File: config.mk
export PLATFORM = sky130hd
export DESIGN_NAME = mppt_perturb_observe_flat
export DESIGN_NICKNAME = d
export VERILOG_FILES = /design/src/rtl/mppt_pkg.sv /design/src/rtl/mppt_stream_if.sv /design/src/rtl/mppt_perturb_observe.sv /design/src/flat_wrapper.sv
export VERILOG_INCLUDE_DIRS = /design/src /design/src/rtl
export SDC_FILE = /design/constraint.sdc
export NUM_CORES = 1
export LEC_CHECK = 0
export ABC_CLOCK_PERIOD_IN_PS = 1750
export BUFFER_PORTS_ARGS = -buffer_cell sky130_fd_sc_hd__buf_2
export CORE_MARGIN = 1.5
export CORE_UTILIZATION = 35
export CTS_CLUSTER_SIZE = 30
export DETAILED_ROUTE_END_ITERATION = 10
export PLACE_DENSITY_LB_ADDON = 0.15
export SLEW_MARGIN = 5
export SYNTH_ARGS = -nofsm -noshare
export SYNTH_HDL_FRONTEND = slang
export SYNTH_SLANG_ARGS = --single-unit
File: constraint.sdc
create_clock -name clk -period 1.75 [get_ports clk]
set_input_delay 0.175 -clock clk [delete_from_list [all_inputs] [get_ports clk]]
set_output_delay 0.175 -clock clk [all_outputs]
set_load 0.05 [all_outputs]
File: src/rtl/assert_macros.svh
// Assertion helpers shared by the RTL.
// All checks run on the rising edge of clk and are off while arst_n is low.
`ifndef ASSERT_MACROS_SVH
`define ASSERT_MACROS_SVH

// Check a property on every clock edge outside reset.
`define MPPT_ASSERT(label, prop, msg) \
	label: assert property (@(posedge clk) disable iff (!arst_n) (prop)) else $error(msg);

// Check that a condition implies a consequence in the next cycle.
`define MPPT_ASSERT_NEXT(label, cond, cons, msg) \
	label: assert property (@(posedge clk) disable iff (!arst_n) (cond) |=> (cons)) \
		else $error(msg);

`endif

File: src/rtl/mppt_pkg.sv
// ----------------------------------------------------------------------------
// mppt_pkg
// Types and constants shared by the MPPT tracker and its stream interface.
// ----------------------------------------------------------------------------
package mppt_pkg;

	localparam int unsigned VOLT_W = 14;
	localparam int unsigned CURR_W = 16;
	localparam int unsigned POWER_W = 16;
	localparam int unsigned OFFSET_W = 12;
	localparam int unsigned STEP_W = 8;
	localparam int unsigned THRESH_W = 11;
	localparam int unsigned LOWCNT_W = 4;

	// Tracker constants
	localparam logic [VOLT_W-1:0] RESTART_REF = 14'd8800;
	localparam logic [VOLT_W-1:0] MAX_SETPOINT_RST = 14'd13600;
	localparam logic [VOLT_W-1:0] MIN_SETPOINT_RST = 14'd0;
	localparam logic signed [OFFSET_W-1:0] OFFSET_RST = 12'sd0;
	localparam logic [STEP_W-1:0] STEP_RST = 8'd24;
	localparam logic [THRESH_W-1:0] THRESH_RST = 11'd32;
	localparam logic signed [VOLT_W:0] NEAR_BAND = 15'sd80;
	localparam logic signed [VOLT_W+2:0] SLOW_RAMP = 17'sd80;
	localparam logic signed [VOLT_W+2:0] FAST_RAMP = 17'sd320;

	// Operation codes
	typedef enum logic [1:0] {
		OP_SAMPLE  = 2'd0,
		OP_FORCE   = 2'd1,
		OP_RESTART = 2'd2
	} opcode_t;

	// Register indexes (word address)
	localparam int unsigned REG_IDX_W = 3;
	localparam logic [REG_IDX_W-1:0] REG_MIN_SETPOINT = 3'd0;
	localparam logic [REG_IDX_W-1:0] REG_MAX_SETPOINT = 3'd1;
	localparam logic [REG_IDX_W-1:0] REG_CURRENT_OFFSET = 3'd2;
	localparam logic [REG_IDX_W-1:0] REG_STEP_SIZE = 3'd3;
	localparam logic [REG_IDX_W-1:0] REG_CURRENT_THRESHOLD = 3'd4;

	typedef struct packed {
		logic [1:0] opcode;
		logic [VOLT_W-1:0] pv_voltage;
		logic signed [CURR_W-1:0] pv_current;
		logic signed [POWER_W-1:0] pv_power;
		logic [VOLT_W-1:0] forced_setpoint;
	} in_item_t;

	typedef struct packed {
		logic [VOLT_W-1:0] setpoint;
		logic window_done;
	} out_item_t;

endpackage

File: src/rtl/mppt_stream_if.sv
// ----------------------------------------------------------------------------
// mppt_stream_if
// Valid/ready channel carrying one item of payload type T.
// ----------------------------------------------------------------------------
interface mppt_stream_if #(
	parameter type T = logic
) ();
	logic valid;
	logic ready;
	T data;

	modport source (output valid, output data, input ready);
	modport sink (input valid, input data, output ready);
endinterface

File: src/rtl/mppt_perturb_observe.sv
// ----------------------------------------------------------------------------
// mppt_perturb_observe
// Perturb-and-observe MPPT tracker with windowed voltage/power averages.
// Pipeline: input reg then result reg; an accepted item moves into the result reg once that slot frees up.
// Throughput: 1 item per cycle while results.ready holds; all tracker state updates in the
// compute logic between the input register and the result register.
// Reset: arst_n clears pipeline valids and tracker state, and loads register
// reset values; setpoint restarts at 8800. No clearing pass.
// ----------------------------------------------------------------------------
`include "assert_macros.svh"

module mppt_perturb_observe import mppt_pkg::*; #(
	parameter int unsigned AVERAGE_SHIFT = 3,
	parameter int unsigned FAST_RAMP_AFTER = 10
) (
	input  logic clk,
	input  logic arst_n,
	// configuration port
	input  logic psel,
	input  logic penable,
	input  logic pwrite,
	input  logic [4:0] paddr,
	input  logic [31:0] pwdata,
	output logic [31:0] prdata,
	output logic pready,
	// item channels
	mppt_stream_if.sink samples,
	mppt_stream_if.source results
);

	// Accumulator widths grow with the window length
	localparam int unsigned VSUM_W = VOLT_W + AVERAGE_SHIFT;
	localparam int unsigned PSUM_W = POWER_W + AVERAGE_SHIFT;
	localparam logic [LOWCNT_W:0] FAST_AFTER = (LOWCNT_W + 1)'(FAST_RAMP_AFTER);

	// ------------------------------------------------------------------
	// Configuration registers
	// ------------------------------------------------------------------
	logic [VOLT_W-1:0] min_setpoint_q;
	logic [VOLT_W-1:0] max_setpoint_q;
	logic signed [OFFSET_W-1:0] current_offset_q;
	logic [STEP_W-1:0] step_size_q;
	logic [THRESH_W-1:0] current_threshold_q;
	logic cfg_we;

	assign pready = 1'b1;
	assign cfg_we = psel && penable && pwrite && pready;

	always_ff @(posedge clk or negedge arst_n) begin
		if (!arst_n) begin
			min_setpoint_q <= MIN_SETPOINT_RST;
			max_setpoint_q <= MAX_SETPOINT_RST;
			current_offset_q <= OFFSET_RST;
			step_size_q <= STEP_RST;
			current_threshold_q <= THRESH_RST;
		end else if (cfg_we) begin
			unique case (paddr[4:2])
				REG_MIN_SETPOINT: min_setpoint_q <= pwdata[VOLT_W-1:0];
				REG_MAX_SETPOINT: max_setpoint_q <= pwdata[VOLT_W-1:0];
				REG_CURRENT_OFFSET: current_offset_q <= $signed(pwdata[OFFSET_W-1:0]);
				REG_STEP_SIZE: step_size_q <= pwdata[STEP_W-1:0];
				REG_CURRENT_THRESHOLD: current_threshold_q <= pwdata[THRESH_W-1:0];
				default: ;	// drop writes outside the register map
			endcase
		end
	end

	always_comb begin
		prdata = '0;
		unique case (paddr[4:2])
			REG_MIN_SETPOINT: prdata = {18'd0, min_setpoint_q};
			REG_MAX_SETPOINT: prdata = {18'd0, max_setpoint_q};
			REG_CURRENT_OFFSET: prdata = {{20{current_offset_q[OFFSET_W-1]}}, current_offset_q};
			REG_STEP_SIZE: prdata = {24'd0, step_size_q};
			REG_CURRENT_THRESHOLD: prdata = {21'd0, current_threshold_q};
			default: prdata = '0;
		endcase
	end

	// ------------------------------------------------------------------
	// Input register: hold one item; advance whenever the result slot frees up
	// ------------------------------------------------------------------
	logic valid_s1;
	in_item_t item_s1;
	logic out_valid_q;
	out_item_t out_item_q;
	logic advance;
	logic fire_s1;

	assign advance = !out_valid_q || results.ready;
	assign fire_s1 = valid_s1 && advance;
	assign samples.ready = !valid_s1 || advance;

	always_ff @(posedge clk or negedge arst_n) begin
		if (!arst_n) begin
			valid_s1 <= 1'b0;
		end else if (samples.ready) begin
			valid_s1 <= samples.valid;
		end
	end

	always_ff @(posedge clk) begin
		if (samples.valid && samples.ready) begin
			item_s1 <= samples.data;
		end
	end

	// ------------------------------------------------------------------
	// Tracker state
	// ------------------------------------------------------------------
	logic [AVERAGE_SHIFT-1:0] count_q;
	logic [VSUM_W-1:0] vsum_q;
	logic signed [PSUM_W-1:0] psum_q;
	logic [VOLT_W-1:0] prev_v_q;
	logic signed [POWER_W-1:0] prev_p_q;
	logic [VOLT_W-1:0] ref_q;
	logic [LOWCNT_W-1:0] lowcnt_q;

	logic [AVERAGE_SHIFT-1:0] count_n;
	logic [VSUM_W-1:0] vsum_n;
	logic signed [PSUM_W-1:0] psum_n;
	logic [VOLT_W-1:0] prev_v_n;
	logic signed [POWER_W-1:0] prev_p_n;
	logic [VOLT_W-1:0] ref_n;
	logic [LOWCNT_W-1:0] lowcnt_n;
	logic done_c;

	// Window arithmetic
	logic [VSUM_W-1:0] vsum_add;
	logic signed [PSUM_W-1:0] psum_add;
	logic window_end;
	logic [VOLT_W-1:0] avg_v;
	logic signed [POWER_W-1:0] avg_p;
	logic signed [CURR_W+1:0] corr_current;
	logic tracking;
	logic signed [VOLT_W:0] gap;
	logic near;
	logic dv_up;
	logic dv_dn;
	logic dp_pos;
	logic step_up;
	logic step_dn;
	logic [LOWCNT_W:0] lowcnt_inc;
	logic signed [VOLT_W+2:0] ref_w;
	logic signed [VOLT_W+2:0] step_w;
	logic signed [VOLT_W+2:0] ref_move;

	always_comb begin
		vsum_add = vsum_q + VSUM_W'(item_s1.pv_voltage);
		psum_add = psum_q + PSUM_W'(item_s1.pv_power);
		window_end = &count_q;
		// floor average: upper bits of the sum (arithmetic for power)
		avg_v = vsum_add[VSUM_W-1:AVERAGE_SHIFT];
		avg_p = psum_add[PSUM_W-1:AVERAGE_SHIFT];

		corr_current = (CURR_W + 2)'(item_s1.pv_current) - (CURR_W + 2)'(current_offset_q);
		tracking = corr_current > $signed({7'd0, current_threshold_q});

		gap = $signed({1'b0, avg_v}) - $signed({1'b0, ref_q});
		near = (gap < NEAR_BAND) && (gap > -NEAR_BAND);
		dv_up = avg_v > prev_v_q;
		dv_dn = avg_v < prev_v_q;
		dp_pos = avg_p > prev_p_q;
		// step toward rising power; flat voltage holds
		step_up = dp_pos ? dv_up : dv_dn;
		step_dn = dp_pos ? dv_dn : dv_up;
		lowcnt_inc = {1'b0, lowcnt_q} + 1'b1;

		ref_w = $signed({3'd0, ref_q});
		step_w = $signed({9'd0, step_size_q});
		ref_move = ref_w;
		if (window_end) begin
			if (tracking) begin
				if (near && step_up) begin
					ref_move = ref_w + step_w;
				end else if (near && step_dn) begin
					ref_move = ref_w - step_w;
				end
			end else if (lowcnt_inc < FAST_AFTER) begin
				ref_move = ref_w - SLOW_RAMP;
			end else begin
				ref_move = ref_w - FAST_RAMP;
			end
		end
	end

	// Next-state select per operation
	always_comb begin
		count_n = count_q;
		vsum_n = vsum_q;
		psum_n = psum_q;
		prev_v_n = prev_v_q;
		prev_p_n = prev_p_q;
		ref_n = ref_q;
		lowcnt_n = lowcnt_q;
		done_c = 1'b0;
		unique case (item_s1.opcode)
			OP_FORCE: begin
				ref_n = item_s1.forced_setpoint;
			end
			OP_RESTART: begin
				count_n = '0;
				vsum_n = '0;
				psum_n = '0;
				prev_v_n = '0;
				prev_p_n = '0;
				ref_n = RESTART_REF;
			end
			OP_SAMPLE: begin
				count_n = count_q + 1'b1;
				vsum_n = vsum_add;
				psum_n = psum_add;
				if (window_end) begin
					done_c = 1'b1;
					vsum_n = '0;
					psum_n = '0;
					if (tracking) begin
						prev_v_n = avg_v;
						prev_p_n = avg_p;
						lowcnt_n = '0;
					end else if (lowcnt_inc < FAST_AFTER) begin
						lowcnt_n = lowcnt_inc[LOWCNT_W-1:0];
					end else begin
						lowcnt_n = FAST_AFTER[LOWCNT_W-1:0];
					end
				end
				// clamp: max first, then min
				if (ref_move > $signed({3'd0, max_setpoint_q})) begin
					ref_n = max_setpoint_q;
				end else if (ref_move < $signed({3'd0, min_setpoint_q})) begin
					ref_n = min_setpoint_q;
				end else begin
					ref_n = ref_move[VOLT_W-1:0];
				end
			end
			default: ;	// unused code: leave state alone
		endcase
	end

	always_ff @(posedge clk or negedge arst_n) begin
		if (!arst_n) begin
			count_q <= '0;
			vsum_q <= '0;
			psum_q <= '0;
			prev_v_q <= '0;
			prev_p_q <= '0;
			ref_q <= RESTART_REF;
			lowcnt_q <= '0;
		end else if (fire_s1) begin
			count_q <= count_n;
			vsum_q <= vsum_n;
			psum_q <= psum_n;
			prev_v_q <= prev_v_n;
			prev_p_q <= prev_p_n;
			ref_q <= ref_n;
			lowcnt_q <= lowcnt_n;
		end
	end

	// ------------------------------------------------------------------
	// Result register: hold until taken, load as the input stage advances
	// ------------------------------------------------------------------
	always_ff @(posedge clk or negedge arst_n) begin
		if (!arst_n) begin
			out_valid_q <= 1'b0;
		end else if (advance) begin
			out_valid_q <= valid_s1;
		end
	end

	always_ff @(posedge clk) begin
		if (fire_s1) begin
			out_item_q.setpoint <= ref_n;
			out_item_q.window_done <= done_c;
		end
	end

	assign results.valid = out_valid_q;
	assign results.data = out_item_q;

	// ------------------------------------------------------------------
	// Assertions
	// ------------------------------------------------------------------
	`MPPT_ASSERT(a_lowcnt_sat, {1'b0, lowcnt_q} <= FAST_AFTER, "low-current count past saturation")
	`MPPT_ASSERT_NEXT(a_window_clears, fire_s1 && done_c, (count_q == '0) && (vsum_q == '0) && (psum_q == '0), "window close left accumulators dirty")
	`MPPT_ASSERT_NEXT(a_clamped, fire_s1 && (item_s1.opcode == OP_SAMPLE) && !cfg_we, (ref_q <= max_setpoint_q) || (ref_q == min_setpoint_q), "setpoint escaped clamp after a sample")
	`MPPT_ASSERT_NEXT(a_result_loaded, fire_s1, out_valid_q && (out_item_q.setpoint == ref_q), "result does not match tracker setpoint")

endmodule
File: src/flat_wrapper.sv
// flat-port wrapper written by rule: the top's interface ports become plain ports
module mppt_perturb_observe_flat import mppt_pkg::*;
#(
	parameter int unsigned AVERAGE_SHIFT = 3,
	parameter int unsigned FAST_RAMP_AFTER = 10
)
  (clk, arst_n, psel, penable, pwrite, paddr, pwdata, prdata, pready, samples_valid, samples_data, samples_ready, results_valid, results_data, results_ready);
  mppt_stream_if samples_i ();
  mppt_stream_if results_i ();
  input  logic clk;
  input  logic arst_n;
  input  logic psel;
  input  logic penable;
  input  logic pwrite;
  input  logic [4:0] paddr;
  input  logic [31:0] pwdata;
  output logic [31:0] prdata;
  output logic pready;
  input wire logic [$bits(samples_i.valid)-1:0] samples_valid;
  input wire logic [$bits(samples_i.data)-1:0] samples_data;
  output wire logic [$bits(samples_i.ready)-1:0] samples_ready;
  output wire logic [$bits(results_i.valid)-1:0] results_valid;
  output wire logic [$bits(results_i.data)-1:0] results_data;
  input wire logic [$bits(results_i.ready)-1:0] results_ready;
  assign samples_i.valid = samples_valid;
  assign samples_i.data = samples_data;
  assign samples_ready = samples_i.ready;
  assign results_valid = results_i.valid;
  assign results_data = results_i.data;
  assign results_i.ready = results_ready;
  mppt_perturb_observe #(.AVERAGE_SHIFT(AVERAGE_SHIFT), .FAST_RAMP_AFTER(FAST_RAMP_AFTER)) u_core (.clk(clk), .arst_n(arst_n), .psel(psel), .penable(penable), .pwrite(pwrite), .paddr(paddr), .pwdata(pwdata), .prdata(prdata), .pready(pready), .samples(samples_i), .results(results_i));
endmodule
==> key figures, run 1 <==
Placed design
  – I/O Buffers: 58
  – Placer Congestion: about 0.7
  – Detailed placer's ending HPWL: 4.54 mm

Setup path
  – Worst setup path end: prdata[2]
  – Crit end category: output pin
  – Worst setup SP type: flip-flop
  – CP Max Fanout: 2
  – CP Launch Point: u_core.step_size_q[2]
  – Worst-case reg-to-reg path depth: 3
  – Reg2Reg Setup Slack: 0.53 ns
  – Worst R2R Start: u_core.count_q[0]
  – Critical setup path kind: reg -> out
  – Required time worst endpoint: approximately 1.6 ns
  – Critical Path AT: 1.50 ns
  – Reg2reg end: u_core.count_q[2]

STA
  – Fmax: 598 MHz
  – Final Skew: 0.00645 ns
  – Final hold viol count: 0
  – RSZ-0062 raised after global routing: no
  – Final Cycle Share: 0.956
  – Slew Limit Fails: 0
  – Setup TNS: 0 ns
  – Tmin final: approximately 1.7 ns
  – Final setup viols: 0
  – Hold WS: 0.0220 ns

Clocking
  – Clk slew on worst S/H paths: 0.07 ns
  – Clock Latency Late Sink: 0.33 ns
  – CTS HTree Levels: 3
  – Clock sinks: 65
  – CTS root buf: clkbuf_8
  – Clock Path Buffers: 2
  – TritonCTS clock tree: yes
  – CTS buffer count: 9

Floorplan
  – Initial Util: 0.361
  – Die Area: 9570 sq um
  – Core Region: approximately 8700 sq um
  – # rows: 34
  – Die extent in x: 97.8 um
  – Number of top-level pins: 81
  – Die Y: 97.8 um

Detailed routing
  – Via count: 2,075
  – Vias/cell: 5.02
  – Drt first pass iters: 5
  – DR iter-0 viols: 47
  – Number of nets with antenna violations after routing: 0
  – Routed WL: roughly 6.7 mm
  – WL per Instance: 16.1 um
  – # DRC: 0

Yosys
  – Post-synth EDFFs: 1
  – YS warnings: 0
  – Yosys top cell area share: 0.445
  – Unique masters post-synth: 32
  – Seq/Total Area, Yosys: 0.522
  – Mapped Area: 3150 sq um
  – Synth async-reset ratio: 0.985
  – Yosys reg bits: 65
  – Count leader, synth: mux2_2
  – Main synth FF type: dfrtp_1
  – Syn Inst Count: ~230
  – Most frequent cells after synthesis: mux2_2 (59), dfrtp_1 (56), buf_4 (21)
  – Avg Inst Size Synth: 13.5 sq um
  – Syn nets: 280
  – Synth area leader: dfrtp_1
  – Synth area leaders: dfrtp_1 (45%), mux2_2 (21%), dfstp_2 (6.7%), buf_4 (5.0%), mux2_4 (4.8%)

Power
  – Peak VDD IR: 456 uV
  – PwrDens: about 1200 nW/um^2
  – Leakage: 1.88 nW

Global route
  – Vias in the first global route: 2,064
  – Largest net degree at the start of global routing: 65
  – Initial antenna violation count: 0
  – Overall routing resource usage: 0.146
  – Overflow after GRT: 0
  – Global-route wire length before repair: 10.8 mm

Min path
  – Worst hold path class: in -> reg

Finish
  – Layout cells sized above 1: 0.649
  – Layout Nets: 347
  – P&R area growth vs syn: 24.6%
  – Ant. Diodes: 0

Run status
  – Outcome: complete, no violations

Job
  – Max cap viols: 0
per-stage QoR:
step                      worst slack [ns]  instances  utilization  instance area [sq um]  power (W)
after floorplan                     0.0195        233            -                   3200    0.00277
after global placement              0.0614        394        0.416                   3620    0.00301
after detailed placement            0.0564        394        0.416                   3620    0.00303
after CTS                           0.0488        411        0.445                   3880    0.00460
after global routing                0.0118        413        0.449                   3920    0.00481
final                               0.0765        413        0.449                   3920    0.00455
repair_timing:
| item | CTS | global route |
|---|---|---|
| setup buffers | 0 | 1 |
| endpoints found under the hold margin | 56 | 0 |
| hold buffers | 1 | 0 |
| endpoints found under the setup margin | 0 | 21 |
| gates resized for setup | 0 | 4 |
flip-flops by register name, indices dropped and copies added, names as in the netlist:
signal and flops:
u_core.step_size_q 8, u_core.current_offset_q 12, u_core.results.valid 1, u_core.count_q 3, u_core.current_threshold_q 11, u_core.results.data 1, u_core.min_setpoint_q 14, u_core.valid_s1 1
u_core.max_setpoint_q 14
area by class of cell:
class | count | area (sq um)
fill | 815 | 4800
sequential | 65 | 1640
inverter | 2 | 7.51
clock inverter | 5 | 103
multi-input combinational | 136 | 1380
tap | 108 | 135
timing repair buffer | 86 | 515
clock buffer | 11 | 141
worst max-delay path, cell delays in order (launching register included):
cell and delay (ns):
dfrtp_1 0.38, mux2_2 0.26, a32oi_1 0.23, o21ai_2 0.08
buf_2 0.21
metal layers:
metal	track usage	share of wire	up-vias	wire length [um]
met1	0.204	0.50	1049	3300
met3	0.0444	0.047	8	310
li1	-	-	964	-
met2	0.215	0.44	54	2940
met4	0.0516	0.014	0	96
met5	0	0	-	0
how the worst min path moves through the flow:
stage	start	to	slack [ns]	cells after the start
2_1_floorplan	arst_n	u_core.count_q[0]	-0.12	0
3_3_place_gp	arst_n	u_core.current_threshold_q[0]	0.22	2
3_5_place_dp	arst_n	u_core.current_threshold_q[2]	0.22	2
4_1_cts	samples_valid	u_core.valid_s1	0.008	2
5_1_grt	samples_valid	u_core.valid_s1	0.01	2
6_report	samples_valid	u_core.valid_s1	0.02	2
cell usage in the layout, fill, tap and decap left out, types with 4 or more instances in the layout:
master    instances
nand3_1           4
mux2_4           10
dfrtp_1          56
buf_2            58
a32oi_1           5
a22oi_1           8
dfstp_2           8
mux2_2           59
clkbuf_8         10
o21ai_2          11
nor2_1            5
buf_4            26
power breakdown:
part	total, W	switching [W]	internal (W)
registers	0.00200	0.000156	0.00185
clock network	0.00154	0.000560	0.000983
logic	0.00101	0.000538	0.000469
kinds of logic after synthesis:
kind of cell | synth area share
AOI/OAI and AO/OA | 0.0755
xor gates and xnor gates | 0.00278
buffers and inverters | 0.0704
and+or+nand+nor | 0.0521
adders and majority gates | 0.00795
DFF | 0.522
other | 0.00119
muxes | 0.268
Power figures use the tool's default switching activity.
==> run 2: changes to the inputs <==
CORE_MARGIN = 2   (was 1.5)
HOLD_SLACK_MARGIN = 0.15   (was not set)
==> run 2 against run 1 <==
- wire length increased by 2.5%
- worst setup slack gained 0.016 ns
- clock power about the same
- register-to-register slack worse by 0.02 ns
- fmax up 0.98%
- non-clock buffer count is 19 higher
- critical path depth did not move
- via count up 1.9%
- total power rose by 0.99%
- cell count is 4.6% higher
- clock-buffer cell count unchanged
- critical endpoint is now prdata[0]
- highest routed layer unchanged
==> key figures, run 2 (synthesis results as in run 1) <==
Finish
  – Ant. Diodes: 0
  – Storage cell area: 1640 sq um
  – Most frequent cells in the layout: mux2_2 (59), buf_2 (57), dfrtp_1 (56), buf_4 (28), dlygate4sd3_1 (18)
  – Commonest non-fill, non-tap cell in the layout: mux2_2
  – Layout cells sized above 1: 0.627
  – P&R area growth vs syn: 31.1%
  – Layout Nets: about 370
  – Footprint of the multi-input gates: 1390 sq um
  – Final Instance Count excl. Fillers: 432
  – Layout fillers: about 820
  – Largest registers: u_core.max_setpoint_q: 14 flops, u_core.min_setpoint_q: 14 flops, u_core.current_offset_q: 12 flops

Detailed routing
  – Vias/cell: 4.89
  – WL per Instance: ~16 um
  – Number of nets with antenna violations after routing: 0
  – Via count: 2,114
  – # DRC: 0
  – Drt first pass iters: 4
  – DR iter-0 viols: 84
  – Routed WL: about 6.8 mm

Clocking
  – Clk slew on worst S/H paths: 0.07 ns
  – CTS buffer count: 9
  – CTS root buf: clkbuf_8
  – TritonCTS clock tree: yes
  – Clock sinks: 65
  – Clock Latency Late Sink: 0.34 ns
  – Clock Path Buffers: 2
  – CTS HTree Levels: 3

Setup path
  – Critical setup path kind: reg -> out
  – Critical Path AT: 1.48 ns
  – Required time worst endpoint: 1.57 ns
  – Crit end category: output pin
  – CP Max Fanout: 2
  – Worst setup SP type: flip-flop

Global route
  – Initial antenna violation count: 0
  – Global-route wire length before repair: about 11 mm
  – Overall routing resource usage: 0.148
  – Overflow after GRT: 0
  – Vias in the first global route: 2,158
  – Largest net degree at the start of global routing: 49

Job
  – Max cap viols: 0

Floorplan
  – Die Y: 98.8 um
  – Die extent in x: 98.8 um
  – # rows: 34
  – Number of top-level pins: 81
  – Die Area: ~9800 sq um
  – Initial Util: 0.361
  – Core Region: 8720 sq um

STA
  – Final hold viol count: 0
  – RSZ-0062 raised after global routing: no
  – Final setup viols: 0
  – Fmax: 603 MHz
  – Final Skew: about 0.00060 ns
  – Tmin final: 1.66 ns
  – Slew Limit Fails: 0
  – Final Cycle Share: 0.947

Placed design
  – Placer Congestion: between 0.6 and 0.7
  – I/O Buffers: 58
  – Detailed placer's ending HPWL: 4.72 mm
  – Placed Cells: 396

Power
  – Leakage: 1.97 nW
  – Peak VDD IR: 577 uV
  – Total power: 0.00460 W
  – PwrDens: 1110 nW/um^2

Run status
  – Outcome: complete, no violations

Min path
  – Worst hold path class: in -> async
## run 2: routing by layer
layer,share of wire,vias to the layer above,GRT usage
met5,0,-,0
met4,0.012,0,0.0506
met3,0.045,8,0.0326
met1,0.47,1044,0.209
li1,-,1011,-
met2,0.47,51,0.227
## run 2: worst paths after layout
path,startpoint,end,slack [ns],cells past startpoint
min in group clk,u_core.count_q[0],u_core.count_q[0],0.50,1
max in group asynchronous,arst_n,u_core.max_setpoint_q[10],0.79,3
setup reg to reg,u_core.count_q[0],u_core.count_q[2],0.51,3
hold reg to reg,u_core.count_q[0],u_core.count_q[0],0.50,1
setup / recovery,u_core.current_offset_q[0],prdata[0],0.09,4
hold / removal,arst_n,u_core.min_setpoint_q[13],0.31,2
## run 2: timing repair
| item | 4_1_cts | 5_1_grt |
|---|---|---|
| hold buffers | 18 | 0 |
| endpoints found under the setup margin | 0 | 24 |
| hold endpoints to repair | 75 | 0 |
| buffers inserted | 0 | 1 |
| resized for setup | 0 | 8 |
## run 2: critical path: stages, from the launching register on
cell	delay [ns]
dfrtp_1	0.38
mux2_2	0.27
a32oi_2	0.20
o21ai_2	0.08
buf_2	0.21
## run 2: through the flow
stage / cell area, sq um / hold WS (ns) / TNS (ns) / utilization / worst slack, ns
3_3_place_gp: 3640 / 0.141 / 0 / 0.417 / 0.00366
6_report: 4130 / 0.306 / 0 / 0.473 / 0.0928
4_1_cts: 4060 / 0.317 / 0 / 0.466 / 0.0223
3_5_place_dp: 3640 / 0.140 / -0.0386 / 0.417 / -0.0130
5_1_grt: 4130 / 0.353 / 0 / 0.473 / 0.00819
2_1_floorplan: 3200 / -0.121 / 0 / - / 0.0195
## run 2: power breakdown
part	leakage, nW	switching [W]	internal [W]
Sequential	0.802	0.000159	0.00185
Clock	0.120	0.000565	0.000983
Combinational	1.04	0.000546	0.000498
## run 2: area by class of cell
type	count	area share
Clock buffer	11	0.0343
Clock inverter	5	0.0249
Inverter	2	0.00273
Multi-Input combinational cell	136	0.337
Sequential cell	65	0.398
Tap cell	108	0.0327
Timing Repair Buffer	105	0.170
==> run 3: changes to the inputs <==
RECOVER_POWER = 25   (was not set)
==> run 3 against run 2 <==
- clock-buffer cell count unchanged
- fmax barely moved
- highest routed layer unchanged
- non-clock buffer count is the same
- clock skew unchanged
- combinational power about the same
- critical path type unchanged
- largest power group unchanged
==> key figures, run 3 (synthesis results as in run 1) <==
Run status
  – Outcome: complete, no violations

Setup path
  – Worst-case reg-to-reg path depth: 3
  – Critical setup path kind: reg -> out
  – Required time worst endpoint: 1.57 ns
  – Worst setup SP type: flip-flop
  – CP Max Fanout: 2
  – Crit end category: output pin
  – Critical Path AT: 1.48 ns

Detailed routing
  – Via count: approximately 2,100
  – DR iter-0 viols: 87
  – Drt first pass iters: 4
  – Vias/cell: 4.92
  – Number of nets with antenna violations after routing: 0
  – # DRC: 0
  – WL per Instance: 15.8 um
  – Routed WL: 6.82 mm

Clocking
  – Clock sinks: 65
  – Clk slew on worst S/H paths: approximately 0.07 ns
  – CTS buffer count: 9
  – Clock Latency Late Sink: around 0.34 ns
  – CTS root buf: clkbuf_8
  – Clock Path Buffers: 2
  – TritonCTS clock tree: yes
  – CTS HTree Levels: 3

STA
  – Fmax: 603 MHz
  – Final setup viols: 0
  – Final hold viol count: 0
  – Final Cycle Share: 0.947
  – Final Skew: between 0.0006 and 0.0007 ns
  – RSZ-0062 raised after global routing: no
  – Worst relative slew slack: 0.372
  – Tmin final: 1.66 ns
  – Slew Limit Fails: 0
  – Worst Max-Slew Pin Slew: 0.942 ns

Power
  – Leakage: approximately 1.9 nW
  – PwrDens: 1120 nW/um^2
  – Proportion of power drawn by combinational gates: 0.226
  – Total power: 0.00459 W
  – P_int: between 0.003 and 0.004 W
  – Seq pwr share: 0.437
  – Sw Share: 0.276
  – Peak VDD IR: 577 uV
  – P_sw: 0.00127 W
  – Clock power frac: 0.337

Floorplan
  – Die Area: between 9000 and 10,000 sq um
  – Die Y: 98.8 um
  – # rows: 34
  – Initial Util: 0.361
  – Core Region: 8720 sq um
  – Number of top-level pins: 81
  – Die extent in x: ~99 um

Global route
  – Vias in the first global route: 2,158
  – Largest net degree at the start of global routing: just under 50
  – Global-route wire length before repair: about 11 mm
  – Met1 Use GR: 0.209
  – Overflow after GRT: 0
  – Initial antenna violation count: 0
  – Overall routing resource usage: 0.148
  – GRT busiest layer: met2
  – GR Layer Usage met3: 0.0326
  – Grt met2 use: 0.227

Placed design
  – Detailed placer's ending HPWL: around 4.7 mm
  – Placement Cell Area: 3640 sq um
  – Placer Congestion: 0.683
  – I/O Buffers: 58

Finish
  – Layout fillers: 817
  – Footprint of the multi-input gates: 1380 sq um
  – Final Core Density: 0.470
  – P&R area growth vs syn: 30.3%
  – Storage cell area: 1640 sq um
  – Layout cells sized above 1: 0.620
  – Ant. Diodes: 0
  – Most frequent cells in the layout: mux2_2 (59), buf_2 (56), dfrtp_1 (56), buf_4 (28), dlygate4sd3_1 (18)
  – Layout Nets: roughly 370
  – Final instance area: 4100 sq um
  – Commonest non-fill, non-tap cell in the layout: mux2_2
  – Largest registers: u_core.max_setpoint_q: 14 flops, u_core.min_setpoint_q: 14 flops, u_core.current_offset_q: 12 flops

Job
  – Max cap viols: 0

Min path
  – Worst hold path class: in -> async
==> run 3: cell count changes in the layout (fill, tap and decap cells not counted) <==
cell,before,now
clkbuf_1,1,2
nand4b_4,1,0
buf_2,57,56
nand4b_1,0,1
buf_6,0,1
buf_12,1,0
==> run 3: power by group through the flow <==
stage,logic [W],clock network (W),registers (W)
detailed placement,0.00101,0,0.00203
global placement,0.000985,0,0.00202
finish,0.00104,0.00155,0.00200
global route,0.00112,0.00167,0.00204
floorplan,0.000764,0,0.00201
CTS,0.00104,0.00159,0.00200
==> run 3: critical path: stages, from the launching register on <==
cell     delay [ns]
dfrtp_1        0.38
mux2_2         0.27
a32oi_2        0.20
o21ai_2        0.08
buf_2          0.21
==> run 3: cell type report <==
| cell class | instances | area share |
|---|---|---|
| multi-input combinational | 136 | 0.336 |
| clock inverter | 5 | 0.0250 |
| clock buffer | 11 | 0.0345 |
| sequential | 65 | 0.400 |
| tap | 108 | 0.0329 |
| timing repair buffer | 105 | 0.169 |
| inverter | 2 | 0.00275 |
==> run 3: metrics by stage <==
stage / cells / worst slack [ns] / hold WS, ns / setup TNS, ns
2_1_floorplan: 233 / 0.0195 / -0.121 / 0
3_3_place_gp: 396 / 0.00366 / 0.141 / 0
3_5_place_dp: 396 / -0.0130 / 0.140 / -0.0386
4_1_cts: 430 / 0.0223 / 0.317 / 0
5_1_grt: 432 / 0.00495 / 0.516 / 0
6_report: 432 / 0.0929 / 0.496 / 0
==> run 3: routing by layer <==
layer / part of all wire / up-vias / routed length (um)
li1: - / 1010 / -
met1: 0.47 / 1047 / 3180
met2: 0.47 / 60 / 3210
met3: 0.051 / 8 / 348
met4: 0.012 / 0 / 82
met5: 0 / - / 0
==> run 3: worst paths after layout <==
kind                                                 start                   endpoint  slack [ns]
worst max-delay path            u_core.current_offset_q[0]                  prdata[0]        0.09
worst min-delay path                                arst_n  u_core.min_setpoint_q[13]        0.50
worst max register to register           u_core.count_q[0]          u_core.count_q[2]        0.51
worst min register to register           u_core.count_q[0]          u_core.count_q[0]        0.50
max in group asynchronous                           arst_n  u_core.max_setpoint_q[10]        0.27
min in group clk                         u_core.count_q[0]          u_core.count_q[0]        0.50
==> run 3: what timing repair did <==
| item | 4_1_cts | 5_1_grt |
|---|---|---|
| hold buffers | 18 | 0 |
| hold endpoints to repair | 75 | 0 |
| endpoints found under the setup margin | 0 | 24 |
| setup buffers | 0 | 1 |
| gates resized for setup | 0 | 8 |
